===== src/drk4_pkg.sv =====
package drk4_pkg;

	// Fixed-point format of the state and of every intermediate value.
	localparam int DATA_WIDTH = 32;
	localparam int FRAC_BITS  = 16;

	localparam logic signed [DATA_WIDTH-1:0] MAXV = {1'b0, {(DATA_WIDTH-1){1'b1}}};
	localparam logic signed [DATA_WIDTH-1:0] MINV = {1'b1, {(DATA_WIDTH-1){1'b0}}};

	// Division by six: n / 6 == (n * ceil(2^34 / 6)) >> 34 for any n below 2^32.
	localparam int                         DIV_SHIFT = 34;
	localparam logic signed [DATA_WIDTH:0] RECIP6    = 33'h0_AAAA_AAAB;

	// Configuration registers.
	localparam int CFG_IDX_W  = 2;
	localparam int CFG_DATA_W = 20;
	localparam int STEP_W     = 17;
	localparam int COEF_W     = 20;

	localparam logic [CFG_IDX_W-1:0] REG_STEP_SIZE     = 2'd0;
	localparam logic [CFG_IDX_W-1:0] REG_DAMPING_RATIO = 2'd1;
	localparam logic [CFG_IDX_W-1:0] REG_CUBIC_COEFF   = 2'd2;

	localparam logic [STEP_W-1:0] STEP_SIZE_RST     = 17'd655;
	localparam logic [COEF_W-1:0] DAMPING_RATIO_RST = 20'd3277;
	localparam logic [COEF_W-1:0] CUBIC_COEFF_RST   = 20'd65536;

	typedef struct packed {
		logic signed [31:0] force_sample;
		logic               run_start;
		logic               clear_extremes;
	} in_item_t;

	typedef struct packed {
		logic signed [31:0] disp;
		logic signed [31:0] vel;
		logic signed [31:0] disp_low;
		logic signed [31:0] disp_high;
		logic signed [31:0] vel_low;
		logic signed [31:0] vel_high;
		logic               saturated;
	} out_item_t;

	typedef enum logic [2:0] {
		OP_NOP,
		OP_ADD,
		OP_SUB,
		OP_MUL,
		OP_MULWB,
		OP_DIV,
		OP_DIVWB
	} alu_op_t;

	typedef enum logic [3:0] {
		SRC_ZERO,
		SRC_Y1,
		SRC_Y2,
		SRC_P,
		SRC_Q,
		SRC_T,
		SRC_U,
		SRC_R,
		SRC_AK,
		SRC_VK,
		SRC_SA,
		SRC_SV,
		SRC_F,
		SRC_DT,
		SRC_TZ,
		SRC_EPS
	} src_t;

	typedef enum logic [3:0] {
		DST_NONE,
		DST_Y1,
		DST_Y2,
		DST_P,
		DST_Q,
		DST_T,
		DST_U,
		DST_R,
		DST_AK,
		DST_VK,
		DST_SA,
		DST_SV
	} dst_t;

	typedef struct packed {
		alu_op_t op;
		src_t    src_a;
		src_t    src_b;
		logic    half_b;
		dst_t    dst;
	} uop_t;

	typedef struct packed {
		uop_t uop;
		logic idle;
		logic finish;
	} seq_ctl_t;

	typedef enum logic [4:0] {
		ST_IDLE,
		ST_CUBE1,
		ST_CUBE1W,
		ST_CUBE2,
		ST_CUBE2W,
		ST_EPS,
		ST_EPSW,
		ST_DAMP,
		ST_DAMPW,
		ST_R1,
		ST_R2,
		ST_R3,
		ST_VK,
		ST_VKW,
		ST_AK,
		ST_AKW,
		ST_ACC,
		ST_DIVA,
		ST_DIVAW,
		ST_UPDA,
		ST_DIVV,
		ST_DIVVW,
		ST_UPDV,
		ST_DONE
	} seq_state_t;

endpackage


===== src/duffing_rk4_step.sv =====
// An input beat is taken only while the sequencer is idle, so a step is finished before the
// next beat is taken, and a full output register holds the finished step back. Steps are
// serialised by the single shared multiplier and adder, which serve 24 products, 2 divisions
// by six and the saturating sums of the four Runge-Kutta stages one after another.
// Reset: arst_n clears state, the extreme trackers and the handshakes at once, and loads
// the step size, damping ratio and cubic coefficient with their default values.
module duffing_rk4_step import drk4_pkg::*; (
	input  logic                  clk,
	input  logic                  arst_n,
	input  logic                  cfg_wr_en,
	input  logic [CFG_IDX_W-1:0]  cfg_index,
	input  logic [CFG_DATA_W-1:0] cfg_wdata,
	input  logic                  in_valid,
	output logic                  in_ready,
	input  in_item_t              in_data,
	output logic                  out_valid,
	input  logic                  out_ready,
	output out_item_t             out_data
);

	// Configuration registers, to be written only while the block is idle; no check.
	logic [STEP_W-1:0] step_q;
	logic [COEF_W-1:0] damp_q;
	logic [COEF_W-1:0] cubic_q;

	// Architectural state: displacement, velocity and the four extreme trackers.
	logic signed [DATA_WIDTH-1:0] y1_q, y2_q;
	logic signed [DATA_WIDTH-1:0] dmin_q, dmax_q, vmin_q, vmax_q;

	// Working registers of one step. P and Q hold the arguments of the current stage,
	// T and U are scratch, R builds the acceleration, AK and VK are the stage
	// increments and SA and SV the weighted sums.
	logic signed [DATA_WIDTH-1:0] f_q, p_q, q_q, t_q, u_q, r_q;
	logic signed [DATA_WIDTH-1:0] ak_q, vk_q, sa_q, sv_q;
	logic                         sat_q;

	out_item_t out_q;
	logic      out_valid_q;

	seq_ctl_t                     seq_ctl;
	logic                         accept;
	logic                         out_free;
	logic signed [DATA_WIDTH-1:0] dt, tz, eps;
	logic signed [DATA_WIDTH-1:0] opa, opb_raw, opb;
	logic signed [DATA_WIDTH-1:0] alu_res;
	logic                         alu_sat;
	logic signed [DATA_WIDTH-1:0] dmin_d, dmax_d, vmin_d, vmax_d;

	assign accept   = in_valid && in_ready;
	assign in_ready = seq_ctl.idle;
	// The output register may be refilled in the very cycle its beat is taken.
	assign out_free = !out_valid_q || out_ready;

	assign out_valid = out_valid_q;
	assign out_data  = out_q;

	// The registers are narrow and unsigned, so none of them can reach the clip limits;
	// doubling the damping ratio needs only one extra bit.
	assign dt  = DATA_WIDTH'(step_q);
	assign tz  = DATA_WIDTH'({damp_q, 1'b0});
	assign eps = DATA_WIDTH'(cubic_q);

	drk4_seq u_seq (
		.clk      (clk),
		.arst_n   (arst_n),
		.start    (accept),
		.out_free (out_free),
		.ctl      (seq_ctl)
	);

	// Operand selection for the shared unit.
	function automatic logic signed [DATA_WIDTH-1:0] pick(
		src_t                         s,
		logic signed [DATA_WIDTH-1:0] y1, y2, p, q, t, u, r, ak, vk, sa, sv, f,
		logic signed [DATA_WIDTH-1:0] cdt, ctz, ceps
	);
		logic signed [DATA_WIDTH-1:0] v;
		case (s)
			SRC_Y1:  v = y1;
			SRC_Y2:  v = y2;
			SRC_P:   v = p;
			SRC_Q:   v = q;
			SRC_T:   v = t;
			SRC_U:   v = u;
			SRC_R:   v = r;
			SRC_AK:  v = ak;
			SRC_VK:  v = vk;
			SRC_SA:  v = sa;
			SRC_SV:  v = sv;
			SRC_F:   v = f;
			SRC_DT:  v = cdt;
			SRC_TZ:  v = ctz;
			SRC_EPS: v = ceps;
			default: v = '0;
		endcase
		return v;
	endfunction

	always_comb begin
		opa     = pick(seq_ctl.uop.src_a, y1_q, y2_q, p_q, q_q, t_q, u_q, r_q,
			ak_q, vk_q, sa_q, sv_q, f_q, dt, tz, eps);
		opb_raw = pick(seq_ctl.uop.src_b, y1_q, y2_q, p_q, q_q, t_q, u_q, r_q,
			ak_q, vk_q, sa_q, sv_q, f_q, dt, tz, eps);
		// Halving is an arithmetic shift right by one, applied before the add.
		opb     = seq_ctl.uop.half_b ? (opb_raw >>> 1) : opb_raw;
	end

	drk4_alu u_alu (
		.clk    (clk),
		.op     (seq_ctl.uop.op),
		.a      (opa),
		.b      (opb),
		.result (alu_res),
		.sat    (alu_sat)
	);

	// The trackers take the new state as it leaves for the output register.
	always_comb begin
		dmin_d = (y1_q < dmin_q) ? y1_q : dmin_q;
		dmax_d = (y1_q > dmax_q) ? y1_q : dmax_q;
		vmin_d = (y2_q < vmin_q) ? y2_q : vmin_q;
		vmax_d = (y2_q > vmax_q) ? y2_q : vmax_q;
	end

	always_ff @(posedge clk or negedge arst_n) begin
		if (!arst_n) begin
			step_q  <= STEP_SIZE_RST;
			damp_q  <= DAMPING_RATIO_RST;
			cubic_q <= CUBIC_COEFF_RST;
		end else if (cfg_wr_en) begin
			case (cfg_index)
				REG_STEP_SIZE:     step_q  <= cfg_wdata[STEP_W-1:0];
				REG_DAMPING_RATIO: damp_q  <= cfg_wdata[COEF_W-1:0];
				REG_CUBIC_COEFF:   cubic_q <= cfg_wdata[COEF_W-1:0];
				default: begin
				end
			endcase
		end
	end

	// State, trackers, clip flag and output handshake.
	always_ff @(posedge clk or negedge arst_n) begin
		if (!arst_n) begin
			y1_q        <= '0;
			y2_q        <= '0;
			dmin_q      <= MAXV;
			dmax_q      <= MINV;
			vmin_q      <= MAXV;
			vmax_q      <= MINV;
			sat_q       <= 1'b0;
			out_valid_q <= 1'b0;
		end else begin
			if (accept) begin
				sat_q <= 1'b0;
				if (in_data.run_start) begin
					y1_q <= '0;
					y2_q <= '0;
				end
				if (in_data.clear_extremes) begin
					dmin_q <= MAXV;
					dmax_q <= MINV;
					vmin_q <= MAXV;
					vmax_q <= MINV;
				end
			end else if (seq_ctl.uop.dst != DST_NONE) begin
				sat_q <= sat_q | alu_sat;
				if (seq_ctl.uop.dst == DST_Y1) begin
					y1_q <= alu_res;
				end
				if (seq_ctl.uop.dst == DST_Y2) begin
					y2_q <= alu_res;
				end
			end
			if (seq_ctl.finish) begin
				dmin_q      <= dmin_d;
				dmax_q      <= dmax_d;
				vmin_q      <= vmin_d;
				vmax_q      <= vmax_d;
				out_valid_q <= 1'b1;
			end else if (out_ready) begin
				out_valid_q <= 1'b0;
			end
		end
	end

	// Working registers need no reset: each is written before it is read in a step.
	always_ff @(posedge clk) begin
		if (accept) begin
			f_q <= in_data.force_sample;
			p_q <= in_data.run_start ? '0 : y1_q;
			q_q <= in_data.run_start ? '0 : y2_q;
		end else begin
			case (seq_ctl.uop.dst)
				DST_P:   p_q  <= alu_res;
				DST_Q:   q_q  <= alu_res;
				DST_T:   t_q  <= alu_res;
				DST_U:   u_q  <= alu_res;
				DST_R:   r_q  <= alu_res;
				DST_AK:  ak_q <= alu_res;
				DST_VK:  vk_q <= alu_res;
				DST_SA:  sa_q <= alu_res;
				DST_SV:  sv_q <= alu_res;
				default: begin
				end
			endcase
		end
		if (seq_ctl.finish) begin
			out_q.disp      <= y1_q;
			out_q.vel       <= y2_q;
			out_q.disp_low  <= dmin_d;
			out_q.disp_high <= dmax_d;
			out_q.vel_low   <= vmin_d;
			out_q.vel_high  <= vmax_d;
			out_q.saturated <= sat_q;
		end
	end

	// A result beat appears only when the sequencer has finished a step.
	a_out_from_finish: assert property (@(posedge clk) disable iff (!arst_n)
		$rose(out_valid) |-> $past(seq_ctl.finish))
		else $error("result beat raised without a finished step");

	// Once an input beat is taken the sequencer is busy for the whole step.
	a_busy_after_accept: assert property (@(posedge clk) disable iff (!arst_n)
		in_valid && in_ready |=> !seq_ctl.idle)
		else $error("sequencer idle right after an input beat");

	// The reported extremes always bracket the reported state.
	a_disp_bracket: assert property (@(posedge clk) disable iff (!arst_n)
		out_valid |-> (out_data.disp_low <= out_data.disp)
			&& (out_data.disp <= out_data.disp_high))
		else $error("displacement outside its reported extremes");

	a_vel_bracket: assert property (@(posedge clk) disable iff (!arst_n)
		out_valid |-> (out_data.vel_low <= out_data.vel)
			&& (out_data.vel <= out_data.vel_high))
		else $error("velocity outside its reported extremes");

endmodule


===== src/drk4_alu.sv =====
module drk4_alu import drk4_pkg::*; (
	input  logic                         clk,
	input  alu_op_t                      op,
	input  logic signed [DATA_WIDTH-1:0] a,
	input  logic signed [DATA_WIDTH-1:0] b,
	output logic signed [DATA_WIDTH-1:0] result,
	output logic                         sat
);

	localparam int MW = DATA_WIDTH + 1;
	localparam int PW = 2 * MW;

	logic signed [MW-1:0]         a_ext, b_ext, a_mag, mul_a, mul_b;
	logic signed [PW-1:0]         prod_s1, prod_shr;
	logic                         neg_s1;
	logic                         mul_ovf;
	logic signed [MW-1:0]         sum;
	logic [DATA_WIDTH-1:0]        quot;
	logic [PW-DATA_WIDTH:0]       prod_hi;

	always_comb begin
		a_ext = {a[DATA_WIDTH-1], a};
		b_ext = {b[DATA_WIDTH-1], b};
		a_mag = a[DATA_WIDTH-1] ? -a_ext : a_ext;
		mul_a = (op == OP_DIV) ? a_mag : a_ext;
		mul_b = (op == OP_DIV) ? RECIP6 : b_ext;
	end

	// The product register splits the multiplier from the scaling and clipping.
	always_ff @(posedge clk) begin
		if (op == OP_MUL || op == OP_DIV) begin
			prod_s1 <= mul_a * mul_b;
			neg_s1  <= a[DATA_WIDTH-1];
		end
	end

	always_comb begin
		prod_shr = prod_s1 >>> FRAC_BITS;
		prod_hi  = prod_shr[PW-1:DATA_WIDTH-1];
		mul_ovf  = !((&prod_hi) || !(|prod_hi));
		quot     = prod_s1[DIV_SHIFT +: DATA_WIDTH];
		sum      = '0;
		result   = '0;
		sat      = 1'b0;
		case (op)
			OP_ADD, OP_SUB: begin
				sum = (op == OP_ADD) ? (a_ext + b_ext) : (a_ext - b_ext);
				sat = sum[MW-1] != sum[MW-2];
				if (sat) begin
					result = sum[MW-1] ? MINV : MAXV;
				end else begin
					result = sum[DATA_WIDTH-1:0];
				end
			end
			OP_MULWB: begin
				sat = mul_ovf;
				if (mul_ovf) begin
					result = prod_s1[PW-1] ? MINV : MAXV;
				end else begin
					result = prod_shr[DATA_WIDTH-1:0];
				end
			end
			OP_DIVWB: begin
				result = neg_s1 ? -quot : quot;
			end
			default: begin
				result = '0;
			end
		endcase
	end

endmodule


===== src/drk4_seq.sv =====
module drk4_seq import drk4_pkg::*; (
	input  logic     clk,
	input  logic     arst_n,
	input  logic     start,
	input  logic     out_free,
	output seq_ctl_t ctl
);

	localparam logic [1:0] LAST_STAGE = 2'd3;

	seq_state_t state_q, state_d;
	logic [1:0] stage_q;
	logic [2:0] sub_q;
	logic       acc_last;
	uop_t       acc_uop;

	function automatic uop_t mk(alu_op_t op, src_t sa, src_t sb, logic h, dst_t d);
		uop_t u;
		u.op     = op;
		u.src_a  = sa;
		u.src_b  = sb;
		u.half_b = h;
		u.dst    = d;
		return u;
	endfunction

	// Accumulation of the weighted sums and, in all but the last stage, the arguments of the next stage.
	always_comb begin
		acc_uop  = mk(OP_NOP, SRC_ZERO, SRC_ZERO, 1'b0, DST_NONE);
		acc_last = 1'b0;
		case (stage_q)
			2'd0: begin
				acc_last = sub_q == 3'd3;
				case (sub_q)
					3'd0: acc_uop = mk(OP_ADD, SRC_AK, SRC_ZERO, 1'b0, DST_SA);
					3'd1: acc_uop = mk(OP_ADD, SRC_VK, SRC_ZERO, 1'b0, DST_SV);
					3'd2: acc_uop = mk(OP_ADD, SRC_Y1, SRC_AK, 1'b1, DST_P);
					3'd3: acc_uop = mk(OP_ADD, SRC_Y2, SRC_VK, 1'b1, DST_Q);
					default: acc_uop = mk(OP_NOP, SRC_ZERO, SRC_ZERO, 1'b0, DST_NONE);
				endcase
			end
			2'd1: begin
				acc_last = sub_q == 3'd5;
				case (sub_q)
					3'd0, 3'd1: acc_uop = mk(OP_ADD, SRC_SA, SRC_AK, 1'b0, DST_SA);
					3'd2, 3'd3: acc_uop = mk(OP_ADD, SRC_SV, SRC_VK, 1'b0, DST_SV);
					3'd4: acc_uop = mk(OP_ADD, SRC_Y1, SRC_AK, 1'b1, DST_P);
					3'd5: acc_uop = mk(OP_ADD, SRC_Y2, SRC_VK, 1'b1, DST_Q);
					default: acc_uop = mk(OP_NOP, SRC_ZERO, SRC_ZERO, 1'b0, DST_NONE);
				endcase
			end
			2'd2: begin
				acc_last = sub_q == 3'd5;
				case (sub_q)
					3'd0: acc_uop = mk(OP_ADD, SRC_AK, SRC_AK, 1'b0, DST_T);
					3'd1: acc_uop = mk(OP_ADD, SRC_SA, SRC_T, 1'b0, DST_SA);
					3'd2: acc_uop = mk(OP_ADD, SRC_VK, SRC_VK, 1'b0, DST_T);
					3'd3: acc_uop = mk(OP_ADD, SRC_SV, SRC_T, 1'b0, DST_SV);
					3'd4: acc_uop = mk(OP_ADD, SRC_Y1, SRC_AK, 1'b0, DST_P);
					3'd5: acc_uop = mk(OP_ADD, SRC_Y2, SRC_VK, 1'b0, DST_Q);
					default: acc_uop = mk(OP_NOP, SRC_ZERO, SRC_ZERO, 1'b0, DST_NONE);
				endcase
			end
			default: begin
				acc_last = sub_q == 3'd1;
				case (sub_q)
					3'd0: acc_uop = mk(OP_ADD, SRC_SA, SRC_AK, 1'b0, DST_SA);
					3'd1: acc_uop = mk(OP_ADD, SRC_SV, SRC_VK, 1'b0, DST_SV);
					default: acc_uop = mk(OP_NOP, SRC_ZERO, SRC_ZERO, 1'b0, DST_NONE);
				endcase
			end
		endcase
	end

	always_ff @(posedge clk or negedge arst_n) begin
		if (!arst_n) begin
			state_q <= ST_IDLE;
			stage_q <= '0;
			sub_q   <= '0;
		end else begin
			state_q <= state_d;
			if (state_q == ST_ACC) begin
				sub_q <= acc_last ? 3'd0 : sub_q + 3'd1;
				if (acc_last) begin
					stage_q <= stage_q + 2'd1;
				end
			end else begin
				sub_q <= '0;
			end
			if (state_q == ST_IDLE && start) begin
				stage_q <= '0;
			end
		end
	end

	always_comb begin
		state_d = state_q;
		case (state_q)
			ST_IDLE:   if (start) state_d = ST_CUBE1;
			ST_CUBE1:  state_d = ST_CUBE1W;
			ST_CUBE1W: state_d = ST_CUBE2;
			ST_CUBE2:  state_d = ST_CUBE2W;
			ST_CUBE2W: state_d = ST_EPS;
			ST_EPS:    state_d = ST_EPSW;
			ST_EPSW:   state_d = ST_DAMP;
			ST_DAMP:   state_d = ST_DAMPW;
			ST_DAMPW:  state_d = ST_R1;
			ST_R1:     state_d = ST_R2;
			ST_R2:     state_d = ST_R3;
			ST_R3:     state_d = ST_VK;
			ST_VK:     state_d = ST_VKW;
			ST_VKW:    state_d = ST_AK;
			ST_AK:     state_d = ST_AKW;
			ST_AKW:    state_d = ST_ACC;
			ST_ACC: begin
				if (acc_last) begin
					state_d = (stage_q == LAST_STAGE) ? ST_DIVA : ST_CUBE1;
				end
			end
			ST_DIVA:   state_d = ST_DIVAW;
			ST_DIVAW:  state_d = ST_UPDA;
			ST_UPDA:   state_d = ST_DIVV;
			ST_DIVV:   state_d = ST_DIVVW;
			ST_DIVVW:  state_d = ST_UPDV;
			ST_UPDV:   state_d = ST_DONE;
			ST_DONE:   if (out_free) state_d = ST_IDLE;
			default:   state_d = ST_IDLE;
		endcase
	end

	always_comb begin
		ctl.uop    = mk(OP_NOP, SRC_ZERO, SRC_ZERO, 1'b0, DST_NONE);
		ctl.idle   = state_q == ST_IDLE;
		ctl.finish = (state_q == ST_DONE) && out_free;
		case (state_q)
			ST_CUBE1:  ctl.uop = mk(OP_MUL, SRC_P, SRC_P, 1'b0, DST_NONE);
			ST_CUBE1W: ctl.uop = mk(OP_MULWB, SRC_ZERO, SRC_ZERO, 1'b0, DST_T);
			ST_CUBE2:  ctl.uop = mk(OP_MUL, SRC_T, SRC_P, 1'b0, DST_NONE);
			ST_CUBE2W: ctl.uop = mk(OP_MULWB, SRC_ZERO, SRC_ZERO, 1'b0, DST_T);
			ST_EPS:    ctl.uop = mk(OP_MUL, SRC_EPS, SRC_T, 1'b0, DST_NONE);
			ST_EPSW:   ctl.uop = mk(OP_MULWB, SRC_ZERO, SRC_ZERO, 1'b0, DST_U);
			ST_DAMP:   ctl.uop = mk(OP_MUL, SRC_TZ, SRC_Q, 1'b0, DST_NONE);
			ST_DAMPW:  ctl.uop = mk(OP_MULWB, SRC_ZERO, SRC_ZERO, 1'b0, DST_R);
			ST_R1:     ctl.uop = mk(OP_SUB, SRC_F, SRC_R, 1'b0, DST_R);
			ST_R2:     ctl.uop = mk(OP_SUB, SRC_R, SRC_P, 1'b0, DST_R);
			ST_R3:     ctl.uop = mk(OP_SUB, SRC_R, SRC_U, 1'b0, DST_R);
			ST_VK:     ctl.uop = mk(OP_MUL, SRC_DT, SRC_R, 1'b0, DST_NONE);
			ST_VKW:    ctl.uop = mk(OP_MULWB, SRC_ZERO, SRC_ZERO, 1'b0, DST_VK);
			ST_AK:     ctl.uop = mk(OP_MUL, SRC_DT, SRC_Q, 1'b0, DST_NONE);
			ST_AKW:    ctl.uop = mk(OP_MULWB, SRC_ZERO, SRC_ZERO, 1'b0, DST_AK);
			ST_ACC:    ctl.uop = acc_uop;
			ST_DIVA:   ctl.uop = mk(OP_DIV, SRC_SA, SRC_ZERO, 1'b0, DST_NONE);
			ST_DIVAW:  ctl.uop = mk(OP_DIVWB, SRC_ZERO, SRC_ZERO, 1'b0, DST_T);
			ST_UPDA:   ctl.uop = mk(OP_ADD, SRC_Y1, SRC_T, 1'b0, DST_Y1);
			ST_DIVV:   ctl.uop = mk(OP_DIV, SRC_SV, SRC_ZERO, 1'b0, DST_NONE);
			ST_DIVVW:  ctl.uop = mk(OP_DIVWB, SRC_ZERO, SRC_ZERO, 1'b0, DST_T);
			ST_UPDV:   ctl.uop = mk(OP_ADD, SRC_Y2, SRC_T, 1'b0, DST_Y2);
			default:   ctl.uop = mk(OP_NOP, SRC_ZERO, SRC_ZERO, 1'b0, DST_NONE);
		endcase
	end

endmodule

===== config.mk =====
export PLATFORM = sky130hd
export DESIGN_NAME = duffing_rk4_step
export DESIGN_NICKNAME = d
export VERILOG_FILES = /design/src/drk4_pkg.sv /design/src/duffing_rk4_step.sv /design/src/drk4_alu.sv /design/src/drk4_seq.sv
export SDC_FILE = /design/constraint.sdc
export NUM_CORES = 2
export LEC_CHECK = 0
export BUFFER_PORTS_ARGS = -buffer_cell sky130_fd_sc_hd__buf_4
export CAP_MARGIN = 5
export CORE_MARGIN = 4
export CORE_UTILIZATION = 60
export DETAILED_ROUTE_END_ITERATION = 7
export PLACE_DENSITY = 0.77
export SLEW_MARGIN = 20
export SYNTH_ARGS = -nofsm -noshare
export SYNTH_HDL_FRONTEND = slang
export SYNTH_SLANG_ARGS = --single-unit

===== constraint.sdc =====
create_clock -name clk -period 27.8 [get_ports clk]
set_clock_uncertainty 0.05 [all_clocks]
set_input_delay 5.56 -clock clk [delete_from_list [all_inputs] [get_ports clk]]
set_output_delay 5.56 -clock clk [all_outputs]
set_load 0.01 [all_outputs]

==> results_dict.tcl <==
set metrics [dict create \
    status "complete, no violations" \
    grt_usage_pct 41.7 \
    hold_path_class "flip-flop to flip-flop" \
    fmax_mhz 63.7 \
    met1_usage_pct 53.5 \
    antenna_found_initial 8 \
    core_area_um2 133000 \
    yosysWarningCount 0 \
    grt_busiest_layer "met2" \
    die_width_um 375 \
    dieArea_um2 140000 \
    slew_viol_final 0 \
    clk_latency_ps 700 \
    setup_violations 0 \
    root_buffer "clkbuf_16" \
    crit_start "u_seq.state_q[0]" \
    worstSetupEndpointType "flip-flop" \
    cts-htree-levels 3 \
    synth_edf_count 564 \
    grt_start_max_net_pins 115 \
    grt_util_met3_pct 13.6 \
    rsz0062_at_grt "false" \
    arrival_ps 16060 \
    grt_util_met2_pct 61.5 \
    dr_total_vias 64100 \
    cts_buffer_depth 3 \
    hold_viol_final 0 \
    tightest_slew_ps 1290 \
    worstHoldStart "sat_q" \
    synth_top_area_share_pct 28.4 \
    rr_endpoint "u_alu.prod_s1[65]" \
    grt_pass1_vias 66600 \
    ant_nets 0 \
    cts_buffers 82 \
    ctsResizeCount 0 \
    nNetsFinal 9610 \
    post-route-drc-count 0 \
    grt.overflow.total 0 \
    drtPass1Iterations 8 \
    finalCritPeriodShare_pct 56.5 \
    fin_crit_ps 15700 \
    cts_setup_buffers 0 \
    syn_area_um2 80600 \
    syn_inst 7853 \
    largest_reg_flops 193 \
    fin_setup_tns_ps 0 \
    initial_core_util_pct 60.4 \
    critPathSlowestCell "dfrtp_1" \
    hold_buffers 0 \
    clkSinkCount 825 \
    async_reset_ff_share_pct 31.6 \
    rows 134 \
    wl_per_cell_um 29.6 \
    yosysTopAreaCell "fa_1" \
    synth_seq_cells 825 \
    synth_area_per_cell_um2 10.3 \
    synth_common_cells "1,302 x inv_1, 1,145 x fa_1, 828 x nand2_1, 688 x nor2_1, 564 x edfxtp_1" \
    synth_ff_type "edfxtp_1" \
    max_stage_delay_ps 790 \
    top_register "out_data" \
    clk_pin_slew_ps 70 \
    cp.required_ps 28160 \
    drive_gt1_share_pct 13.0 \
    port_buffers 255 \
    yosys-top-cells-area "fa_1 28%, edfxtp_1 21%, inv_1 6.1%" \
    r2r_cells 47 \
    die_y_um 375 \
    worstSetupPathType "flip-flop to flip-flop" \
    startpoint_type "flip-flop" \
    fin_cells 9858 \
    cts_tree "yes" \
    grt_pass1_wl_um 433000 \
    wirelength_um 292000 \
    synth_seq_area_share_pct 29.2 \
    critPathMaxFanout 34 \
    slew-limit-headroom_pct 14.0 \
    dp.cells 9700 \
    crit_end "u_alu.prod_s1[65]" \
    reg2reg_from "u_seq.state_q[0]" \
    yosysMostFrequentCell "inv_1" \
    viasPerCell 6.51 \
    biggestRegsByFlops "out_data: 193 flops, u_alu.prod_s1: 50 flops" \
    gp_congestion 1.05 \
    drv_cap 0 \
    rrSetupSlack_ps 12100 \
    drtIter0Drc 8444 \
    syn_nets 9443 \
    crit_top_cell "fa_1" \
    io_pins 256 \
    ys_types 123 \
    dp_hpwl_um 216000 \
    area_growth_pct 9.46 \
]
-- area by class of cell --
cell class / count / area, um^2
well taps: 1768 / 2210
clock inverters: 49 / 611
multi-input cells: 5321 / 51100
flip-flops and latches: 825 / 23600
fillers: 10400 / 45200
diodes: 3 / 7.51
clock buffers: 102 / 2230
inverters: 1304 / 4900
repair buffers: 486 / 3660
-- how the worst min path moves through the flow --
stage / end / cells after the start
final: out_data[0] / 0
after global routing: out_data[0] / 0
after CTS: out_data[0] / 0
after detailed placement: out_data[0] / 0
after global placement: out_data[0] / 0
after floorplan: out_data[161] / 0
-- critical path, delay by kind of cell (launching register included) --
kind | cells | cell delay, ps
adder cells (fa/ha/maj) | 9 | 4400
AO/OA/AOI/OAI | 18 | 4100
AND/OR/NAND/NOR | 10 | 3890
buffers and inverters | 7 | 1400
flip-flops | 1 | 790
multiplexers | 1 | 410
XOR/XNOR | 2 | 320
-- through the flow --
| step | instance area, um^2 | util, % | hold slack (ps) | worst slack, ps |
|---|---|---|---|---|
| global route | 88300 | 66.1 | 415 | 11480 |
| finish | 88300 | 66.1 | 397 | 12100 |
| detailed placement | 85400 | 64.0 | 383 | 12560 |
| floorplan | 80600 | - | 373 | 15480 |
| CTS | 88200 | 66.1 | 398 | 12430 |
| global placement | 85400 | 64.0 | 381 | 12820 |
-- per-layer routing --
| metal | vias to the layer above | part of all wire, % |
|---|---|---|
| li1 | 26100 | - |
| met1 | 32100 | 36 |
| met2 | 4708 | 43 |
| met3 | 1244 | 13 |
| met4 | 8 | 8.2 |
| met5 | - | 0.041 |
-- kinds of logic (layout without fill, tap and decap cells) --
| logic type | after synthesis | in the layout | share of synthesized area (%) |
|---|---|---|---|
| mux | 221 | 221 | 3.03 |
| fa+ha+maj | 1529 | 1529 | 34.4 |
| other cells | 0 | 3 | 0 |
| xor+xnor | 210 | 210 | 2.32 |
| compound gates | 1316 | 1316 | 11.6 |
| flops | 825 | 825 | 29.2 |
| buf+inv | 1707 | 1941 | 8.22 |
| simple gates | 2045 | 2045 | 11.2 |
-- cells in the final DEF (no fill, tap or decap), drive strengths merged, types with 30 or more instances in the layout --
| cell | count |
|---|---|
| dfrtp | 183 |
| nand3 | 76 |
| a21o | 152 |
| buf | 485 |
| o31ai | 41 |
| o21a | 35 |
| mux2 | 175 |
| nor2 | 691 |
| dfstp | 78 |
| and2 | 44 |
| a222oi | 39 |
| nand4 | 74 |
| nor2b | 74 |
| inv | 1307 |
| nand2 | 829 |
| edfxtp | 564 |
| mux2i | 45 |
| clkbuf | 103 |
| o211ai | 30 |
| a2bb2oi | 37 |
| ha | 384 |
| o21ai | 279 |
| a21oi | 235 |
| o22a | 35 |
| fa | 1145 |
| nand2b | 100 |
| a22o | 104 |
| xnor2 | 114 |
| a22oi | 70 |
| o22ai | 46 |
| xor2 | 96 |
| nor3 | 45 |
Power is not shown: default switching activity piles up to over one toggle a cycle in this logic, so the estimate is an artifact.
